[src/hdl/b64_pkg.sv]
// shared types, constants and symbol mapping for the base64 stream decoder
package b64_pkg;

  // default depth of the job queue between front and back
  localparam int unsigned B64_QDEPTH = 4;

  // alphabet offsets
  localparam logic [7:0] LOWER_BASE = 8'd26;
  localparam logic [7:0] DIGIT_BASE = 8'd52;
  localparam logic [5:0] PLUS_CODE  = 6'd62;
  localparam logic [5:0] SLASH_CODE = 6'd63;

  // character classes
  typedef enum logic [1:0] {
    SYM_DATA,
    SYM_PAD,
    SYM_BAD
  } sym_kind_t;

  typedef struct packed {
    sym_kind_t   kind;
    logic [5:0]  val;
  } sym_t;

  // one queued job: up to three bytes or one error result
  typedef struct packed {
    logic [23:0] word;
    logic [1:0]  nb;
    logic        err;
    logic        eom;
  } b64_job_t;

  // queue status seen by front and back
  typedef struct packed {
    logic full;
    logic empty;
  } q_stat_t;

  // map one ASCII character to its sextet or class
  function automatic sym_t map_symbol(input logic [7:0] c);
    sym_t s;
    s.kind = SYM_BAD;
    s.val  = '0;
    if (c >= "A" && c <= "Z") begin
      s.kind = SYM_DATA;
      s.val  = 6'(c - "A");
    end else if (c >= "a" && c <= "z") begin
      s.kind = SYM_DATA;
      s.val  = 6'(c - "a" + LOWER_BASE);
    end else if (c >= "0" && c <= "9") begin
      s.kind = SYM_DATA;
      s.val  = 6'(c - "0" + DIGIT_BASE);
    end else if (c == "+") begin
      s.kind = SYM_DATA;
      s.val  = PLUS_CODE;
    end else if (c == "/") begin
      s.kind = SYM_DATA;
      s.val  = SLASH_CODE;
    end else if (c == "=") begin
      s.kind = SYM_PAD;
    end
    return s;
  endfunction

endpackage

[src/hdl/b64_in_if.sv]
// character input channel: valid/ready with symbol and end mark
interface b64_in_if;
  logic       valid;
  logic       ready;
  logic [7:0] symbol;
  logic       end_of_message;

  modport source (output valid, output symbol, output end_of_message, input ready);
  modport sink   (input valid, input symbol, input end_of_message, output ready);
endinterface

[src/hdl/b64_out_if.sv]
// decoded result channel: valid/ready with byte, flags and last mark
interface b64_out_if;
  logic       valid;
  logic       ready;
  logic [7:0] data_byte;
  logic       byte_valid;
  logic       error;
  logic       last;

  modport source (output valid, output data_byte, output byte_valid, output error,
                  output last, input ready);
  modport sink   (input valid, input data_byte, input byte_valid, input error,
                  input last, output ready);
endinterface

[src/hdl/b64_front.sv]
// front end: accepts characters, tracks group state, builds output jobs
module b64_front
  import b64_pkg::*;
(
  input  logic      clk,
  input  logic      rst_n,
  b64_in_if.sink    in_ch,
  input  q_stat_t   q_stat,
  output logic      push,
  output b64_job_t  job
);

  logic [17:0] acc_r, acc_nxt;
  logic [1:0]  pos_r, pos_nxt;
  logic [1:0]  pad_r, pad_nxt;
  logic        sticky_r, sticky_nxt;

  sym_t        sym;
  logic        accept;
  logic        eom;
  logic        err;
  logic [1:0]  nb;
  logic [23:0] word;
  logic [17:0] acc_sh;
  logic [1:0]  pos_inc;

  assign in_ch.ready = !q_stat.full;
  assign accept      = in_ch.valid && in_ch.ready;
  assign eom         = in_ch.end_of_message;
  assign sym         = map_symbol(in_ch.symbol);
  assign acc_sh      = {acc_r[11:0], sym.val};
  assign pos_inc     = pos_r + 2'd1;

  // classify the character and work out the next group state
  always_comb begin
    acc_nxt    = acc_r;
    pos_nxt    = pos_r;
    pad_nxt    = pad_r;
    sticky_nxt = sticky_r;
    err        = 1'b0;
    nb         = 2'd0;
    word       = '0;
    if (sticky_r) begin
      // discard until end mark
      if (eom) begin
        acc_nxt    = '0;
        pos_nxt    = '0;
        pad_nxt    = '0;
        sticky_nxt = 1'b0;
      end
    end else begin
      if (sym.kind == SYM_BAD) begin
        err = 1'b1;
      end else if (pad_r != 2'd0 && pos_r == 2'd0) begin
        err = 1'b1;
      end else if (sym.kind == SYM_PAD) begin
        if (pos_r < 2'd2) begin
          err = 1'b1;
        end else if (pos_r == 2'd2) begin
          pad_nxt = 2'd1;
          acc_nxt = {acc_r[11:0], 6'd0};
          pos_nxt = 2'd3;
          if (eom) err = 1'b1;
        end else begin
          word    = {acc_r, 6'd0};
          nb      = pad_r[0] ? 2'd1 : 2'd2;
          pad_nxt = {1'b0, pad_r[0]} + 2'd1;
          pos_nxt = 2'd0;
          acc_nxt = '0;
        end
      end else if (pad_r != 2'd0) begin
        err = 1'b1;
      end else if (pos_r == 2'd3) begin
        word    = {acc_r, sym.val};
        nb      = 2'd3;
        pos_nxt = 2'd0;
        acc_nxt = '0;
      end else begin
        acc_nxt = acc_sh;
        pos_nxt = pos_inc;
        if (eom) begin
          if (pos_inc == 2'd1) begin
            err = 1'b1;
          end else if (pos_inc == 2'd2) begin
            word = {acc_sh[11:0], 12'd0};
            nb   = 2'd1;
          end else begin
            word = {acc_sh, 6'd0};
            nb   = 2'd2;
          end
        end
      end
      // end mark clears everything, otherwise an error turns sticky
      if (eom) begin
        acc_nxt    = '0;
        pos_nxt    = '0;
        pad_nxt    = '0;
        sticky_nxt = 1'b0;
      end else if (err) begin
        sticky_nxt = 1'b1;
      end
    end
  end

  // job handed to the queue
  assign job.word = err ? 24'd0 : word;
  assign job.nb   = err ? 2'd1 : nb;
  assign job.err  = err;
  assign job.eom  = eom;
  assign push     = accept && !sticky_r && (err || nb != 2'd0);

  // group state registers
  always_ff @(posedge clk) begin
    if (!rst_n) begin
      acc_r    <= '0;
      pos_r    <= '0;
      pad_r    <= '0;
      sticky_r <= 1'b0;
    end else if (accept) begin
      acc_r    <= acc_nxt;
      pos_r    <= pos_nxt;
      pad_r    <= pad_nxt;
      sticky_r <= sticky_nxt;
    end
  end

endmodule

[src/hdl/b64_queue.sv]
// small job queue between front and back
module b64_queue
  import b64_pkg::*;
#(
  parameter int unsigned DEPTH = B64_QDEPTH
) (
  input  logic     clk,
  input  logic     rst_n,
  input  logic     push,
  input  b64_job_t push_job,
  input  logic     pop,
  output b64_job_t head_job,
  output q_stat_t  q_stat
);

  localparam int unsigned PW = (DEPTH > 1) ? $clog2(DEPTH) : 1;
  localparam int unsigned CW = $clog2(DEPTH + 1);

  b64_job_t        mem [DEPTH];
  logic [PW-1:0]   wr_ptr_r, rd_ptr_r;
  logic [CW-1:0]   count_r, count_nxt;
  logic            do_push, do_pop;

  assign q_stat.full  = (count_r == CW'(DEPTH));
  assign q_stat.empty = (count_r == '0);
  assign do_push      = push && !q_stat.full;
  assign do_pop       = pop && !q_stat.empty;
  assign head_job     = mem[rd_ptr_r];

  // occupancy
  always_comb begin
    count_nxt = count_r;
    if (do_push && !do_pop) count_nxt = count_r + CW'(1);
    if (!do_push && do_pop) count_nxt = count_r - CW'(1);
  end

  // job storage
  always_ff @(posedge clk) begin
    if (do_push) mem[wr_ptr_r] <= push_job;
  end

  // pointers and count
  always_ff @(posedge clk) begin
    if (!rst_n) begin
      wr_ptr_r <= '0;
      rd_ptr_r <= '0;
      count_r  <= '0;
    end else begin
      count_r <= count_nxt;
      if (do_push) wr_ptr_r <= (wr_ptr_r == PW'(DEPTH - 1)) ? '0 : wr_ptr_r + PW'(1);
      if (do_pop)  rd_ptr_r <= (rd_ptr_r == PW'(DEPTH - 1)) ? '0 : rd_ptr_r + PW'(1);
    end
  end

endmodule

[src/hdl/b64_back.sv]
// back end: splits queued jobs into results and drives the output register
module b64_back
  import b64_pkg::*;
(
  input  logic      clk,
  input  logic      rst_n,
  input  b64_job_t  head_job,
  input  q_stat_t   q_stat,
  output logic      pop,
  b64_out_if.source out_ch
);

  logic [1:0] idx_r;
  logic       out_valid_r;
  logic [7:0] data_r;
  logic       byte_valid_r;
  logic       error_r;
  logic       last_r;

  logic       load;
  logic       final_res;
  logic [7:0] sel_byte;

  assign load      = !q_stat.empty && (!out_valid_r || out_ch.ready);
  assign final_res = head_job.err || (idx_r == head_job.nb - 2'd1);
  assign pop       = load && final_res;

  // byte select, most significant first
  always_comb begin
    case (idx_r)
      2'd0:    sel_byte = head_job.word[23:16];
      2'd1:    sel_byte = head_job.word[15:8];
      default: sel_byte = head_job.word[7:0];
    endcase
  end

  // result index and output register
  always_ff @(posedge clk) begin
    if (!rst_n) begin
      idx_r       <= '0;
      out_valid_r <= 1'b0;
    end else begin
      if (load) begin
        out_valid_r <= 1'b1;
        idx_r       <= final_res ? 2'd0 : idx_r + 2'd1;
      end else if (out_ch.ready) begin
        out_valid_r <= 1'b0;
      end
    end
  end

  // result payload
  always_ff @(posedge clk) begin
    if (load) begin
      data_r       <= head_job.err ? 8'd0 : sel_byte;
      byte_valid_r <= !head_job.err;
      error_r      <= head_job.err;
      last_r       <= head_job.eom && final_res;
    end
  end

  assign out_ch.valid      = out_valid_r;
  assign out_ch.data_byte  = data_r;
  assign out_ch.byte_valid = byte_valid_r;
  assign out_ch.error      = error_r;
  assign out_ch.last       = last_r;

endmodule

[src/hdl/base64_stream_decoder_core.sv]
// flow: an accepted character's job is queued, then loaded into the output register
// throughput: one character per cycle while the job queue has room
// output: one result per cycle unless stalled; four data characters give three results
// stall: the queue (QDEPTH jobs) lets input continue while the output is held
// reset: synchronous active-low rst_n clears group state, queue and output valid
module base64_stream_decoder_core
  import b64_pkg::*;
#(
  parameter int unsigned QDEPTH = B64_QDEPTH
) (
  input  logic      clk,
  input  logic      rst_n,
  b64_in_if.sink    in_ch,
  b64_out_if.source out_ch
);

  logic     push;
  logic     pop;
  b64_job_t push_job;
  b64_job_t head_job;
  q_stat_t  q_stat;

  // character classification and group tracking
  b64_front u_front (
    .clk    (clk),
    .rst_n  (rst_n),
    .in_ch  (in_ch),
    .q_stat (q_stat),
    .push   (push),
    .job    (push_job)
  );

  // decoupling queue
  b64_queue #(
    .DEPTH (QDEPTH)
  ) u_queue (
    .clk      (clk),
    .rst_n    (rst_n),
    .push     (push),
    .push_job (push_job),
    .pop      (pop),
    .head_job (head_job),
    .q_stat   (q_stat)
  );

  // result sequencing
  b64_back u_back (
    .clk      (clk),
    .rst_n    (rst_n),
    .head_job (head_job),
    .q_stat   (q_stat),
    .pop      (pop),
    .out_ch   (out_ch)
  );

endmodule

[src/flat_wrapper.sv]
// flat-port wrapper written by rule: the top's interface ports become plain ports
module base64_stream_decoder_core_flat import b64_pkg::*;
#(
  parameter int unsigned QDEPTH = B64_QDEPTH
)
  (clk, rst_n, in_ch_valid, in_ch_symbol, in_ch_end_of_message, in_ch_ready, out_ch_valid, out_ch_data_byte, out_ch_byte_valid, out_ch_error, out_ch_last, out_ch_ready);
  b64_in_if in_ch_i ();
  b64_out_if out_ch_i ();
  input  logic clk;
  input  logic rst_n;
  input wire logic [$bits(in_ch_i.valid)-1:0] in_ch_valid;
  input wire logic [$bits(in_ch_i.symbol)-1:0] in_ch_symbol;
  input wire logic [$bits(in_ch_i.end_of_message)-1:0] in_ch_end_of_message;
  output wire logic [$bits(in_ch_i.ready)-1:0] in_ch_ready;
  output wire logic [$bits(out_ch_i.valid)-1:0] out_ch_valid;
  output wire logic [$bits(out_ch_i.data_byte)-1:0] out_ch_data_byte;
  output wire logic [$bits(out_ch_i.byte_valid)-1:0] out_ch_byte_valid;
  output wire logic [$bits(out_ch_i.error)-1:0] out_ch_error;
  output wire logic [$bits(out_ch_i.last)-1:0] out_ch_last;
  input wire logic [$bits(out_ch_i.ready)-1:0] out_ch_ready;
  assign in_ch_i.valid = in_ch_valid;
  assign in_ch_i.symbol = in_ch_symbol;
  assign in_ch_i.end_of_message = in_ch_end_of_message;
  assign in_ch_ready = in_ch_i.ready;
  assign out_ch_valid = out_ch_i.valid;
  assign out_ch_data_byte = out_ch_i.data_byte;
  assign out_ch_byte_valid = out_ch_i.byte_valid;
  assign out_ch_error = out_ch_i.error;
  assign out_ch_last = out_ch_i.last;
  assign out_ch_i.ready = out_ch_ready;
  base64_stream_decoder_core #(.QDEPTH(QDEPTH)) u_core (.clk(clk), .rst_n(rst_n), .in_ch(in_ch_i), .out_ch(out_ch_i));
endmodule
[config.mk]
export PLATFORM = sky130hd
export DESIGN_NAME = base64_stream_decoder_core_flat
export DESIGN_NICKNAME = d
export VERILOG_FILES = /design/src/hdl/b64_pkg.sv /design/src/hdl/b64_in_if.sv /design/src/hdl/b64_out_if.sv /design/src/hdl/b64_front.sv /design/src/hdl/b64_queue.sv /design/src/hdl/b64_back.sv /design/src/hdl/base64_stream_decoder_core.sv /design/src/flat_wrapper.sv
export SDC_FILE = /design/constraint.sdc
export NUM_CORES = 1
export LEC_CHECK = 0
export ABC_AREA = 1
export BUFFER_PORTS_ARGS = -buffer_cell sky130_fd_sc_hd__buf_2
export CAP_MARGIN = 15
export CORE_MARGIN = 2
export CORE_UTILIZATION = 40
export DETAILED_ROUTE_END_ITERATION = 10
export PLACE_DENSITY_LB_ADDON = 0.15
export SLEW_MARGIN = 25
export SYNTH_ARGS = -nofsm -noshare
export SYNTH_HDL_FRONTEND = slang
export SYNTH_SLANG_ARGS = --single-unit
[constraint.sdc]
create_clock -name clk -period 4.7 [get_ports clk]
set_clock_uncertainty 0.2 [all_clocks]
set_input_delay 0.94 -clock clk [delete_from_list [all_inputs] [get_ports clk]]
set_output_delay 0.94 -clock clk [all_outputs]
set_load 0.005 [all_outputs]
==> reports/results.ini <==
[final_layout]
design_area_mm2=0.00873
drive_gt1_frac=0.104
mostFrequentLayoutCells=nand2_1 (150), nor2_1 (124), edfxtp_1 (123)
final_common_cell=nand2_1
nNetsFinal=912
area_delta_synth_final_pct=11.9
antennaDiodeCount=0

[sta]
rsz0062_at_grt=no
min_period_ns=3.87
min_period_over_period=0.823
report.final.slew_viol_count=0
hold_violations=0
slew_headroom=0.564
setup_slack_ns=0.832
setup-tns-final_ns=0
tightest_slew_ns=0.651
setup_viol=0
fmax_ghz=0.259

[logic_synthesis]
synthesis.area_mm2=0.00779
yosysSeqAreaShare=0.564
ys_seq_elements=158
postSynthAreaPerCell_um2=9.06
yosysTopAreaCellShare=0.474
yosys-top-cells-area=edfxtp_1 (47%), dfxtp_1 (9.0%), nand2_1 (7.2%)
yosysWarnings=0
async_flop_share=0
synth_cell_types=38
synthesis.nets=895
synth-edff-count=123
synth_cells=860
ys.flop_type=edfxtp_1
yosysTopAreaCell=edfxtp_1

[detailed_routing]
drt_wl_total_um=18600
via_count=5887
drt_iter0_markers=385
drc_errors=0
vias_per_cell=5.10
wl_per_cell_um=16.1
dr.pass1.iters=5
ant_nets=0

[setup_path]
r2r-end=u_core.u_queue.count_r[2]$_SDFFE_PN0P_
critPathArrivalTime_ns=3.98
crit_required_ns=4.81
path_class=primary input to flop
reg2reg_slack_ns=1.33
crit_path_max_fanout=16
crit_path_start_kind=primary input
crit_path_end_kind=flop
ff2ff_path_depth=16

[clocking]
worstSkewPairLatency_ns=0.42
cts_made_buffers=17
htree_levels=4
clockBufferDepth=2
post_cts_resize_count=0
cts-root-buf=clkbuf_16
clkSlewWorstSetupHoldPaths_ns=0.06
ctsHoldBuffers=0
cts_setup_buffers=0
cts_tree=yes
clock-sinks=158

[worst_hold_path]
hp-start=u_core.u_queue.count_r[0]$_SDFFE_PN0P_
hold_end=u_core.u_queue.count_r[0]$_SDFFE_PN0P_
min_path_type=flop to flop
hold_depth=1

[place]
dp.final_hpwl_um=12300
io_buffers=25
gp_congestion=0.845
placed_area_mm2=0.00817
place_ws_ns=0.392

[grt]
grt_max_degree=41
grt_pass1_vias=5450
grt.total_usage=0.188
grt_pass1_wl_um=29500
grt_overflow=0
antenna_found_initial=0

[floorplanning]
std_cell_rows=51
core-area_mm2=0.0193
start_util=0.404
ios=26
die_h_um=144
die_w_um=144
die_area_mm2=0.0206

[power_and_ir_drop]
power_per_cell_area_mw_per_mm2=518
leakagePower_uw=0.00346
ir_drop_mv=0.264

[run]
drv_cap=0

[run_status]
status=completed

==> critical path, cell delays in order <==
cell and delay, ns:
buf_2 0.15, inv_1 0.15, ha_1 0.27, nand2_1 0.07
nand2_1 0.07, nand3_2 0.20, nand2_2 0.34, o21ai_0 0.14
nand2_1 0.10, inv_1 0.04, o21ai_0 0.14, nand2_1 0.09
nand2_2 0.19, ha_1 0.18, inv_1 0.06, fa_1 0.38
a21oi_1 0.14, o21ai_0 0.11, o21ai_0 0.15, a21oi_1 0.05
==> stage by stage <==
stage	hold slack, ns	instances	total power [µW]	util
floorplan	0.222	860	2800	-
global placement	0.235	1123	3250	0.424
detailed placement	0.244	1123	3250	0.424
CTS	0.254	1155	4560	0.453
global route	0.271	1155	4800	0.453
finish	0.250	1155	4520	0.453
==> logic make-up after synthesis <==
kind of cell             count (synthesis)  share of synthesized area
AND/OR/NAND/NOR                        338                      0.182
AO/OA/AOI/OAI                          208                      0.143
flip-flops                             158                      0.564
buffers and inverters                  126                     0.0660
adder cells (fa/ha/maj)                 22                     0.0363
XOR/XNOR                                 8                    0.00899
==> per-layer routing <==
layer  global-route usage  part of all wire  vias to the layer above
met1                0.265              0.49                     2799
met2                0.306              0.46                      122
met5                    0                 0                        -
met3               0.0327             0.037                       13
met4               0.0439            0.0089                        0
li1                     -                 -                     2953
==> cell usage after synthesis, types with 2 or more instances <==
library cell and number:
nand2_1 150, nor2_1 128, edfxtp_1 123, o21ai_0 91, inv_1 82, a21oi_1 67, dfxtp_1 35, nand3_1 34
o22ai_1 27, clkbuf_1 24, ha_1 21, o21ai_1 9, a211oi_1 7, xor2_1 7, buf_2 6, nand2_2 6
inv_2 5, nor3_1 4, buf_4 3, buf_6 3, nand2_4 3, nand3_2 3, nand4_1 3, nor2_2 3
a31oi_1 2, buf_1 2
==> registers in the layout, summed over array words and instances, names as in the netlist, named ones only <==
| name | cells |
|---|---|
| u_core.u_back.out_ch.error | 1 |
| u_core.u_back.out_ch.valid | 1 |
| u_core.u_back.out_ch.data_byte | 8 |
| u_core.u_queue.rd_ptr_r | 2 |
| u_core.u_front.pos_r | 2 |
| u_core.u_queue.wr_ptr_r | 2 |
| u_core.u_queue.mem | 112 |
| u_core.u_back.out_ch.byte_valid | 1 |
| u_core.u_queue.count_r | 3 |
| u_core.u_front.pad_r | 2 |
| u_core.u_back.out_ch.last | 1 |
| u_core.u_back.idx_r | 2 |
| u_core.u_front.sticky_r | 1 |
| u_core.u_front.acc_r | 18 |
==> power by group <==
part	switching [µW]	leakage [µW]	internal [µW]
registers	94.7	0.00149	1740
clock network	531	0.000273	779
logic	952	0.00170	428
==> layout make-up <==
type	instances	area [µm²]
Multi-Input combinational cell	576	2900
Fill cell	1933	10500
Clock buffer	21	440
Tap cell	265	332
Inverter	88	330
Sequential cell	158	4400
Timing Repair Buffer	36	208
Clock inverter	11	118
==> how the worst max path moves through the flow <==
| stage | from | to | slack [ns] | cells past startpoint |
|---|---|---|---|---|
| final | in_ch_symbol[2] | u_core.u_queue.count_r[2]$_SDFFE_PN0P_ | 0.83 | 20 |
| after global routing | in_ch_symbol[2] | u_core.u_queue.count_r[2]$_SDFFE_PN0P_ | 0.47 | 20 |
| after CTS | in_ch_symbol[2] | u_core.u_queue.count_r[2]$_SDFFE_PN0P_ | 0.83 | 20 |
| after detailed placement | in_ch_symbol[2] | u_core.u_queue.count_r[2]$_SDFFE_PN0P_ | 0.39 | 20 |
| after global placement | in_ch_symbol[2] | u_core.u_queue.count_r[2]$_SDFFE_PN0P_ | 0.48 | 20 |
| after floorplan | in_ch_symbol[3] | u_core.u_queue.mem[3][0]$_DFFE_PP_ | 0.50 | 16 |
(Power assumes the default switching activity.)
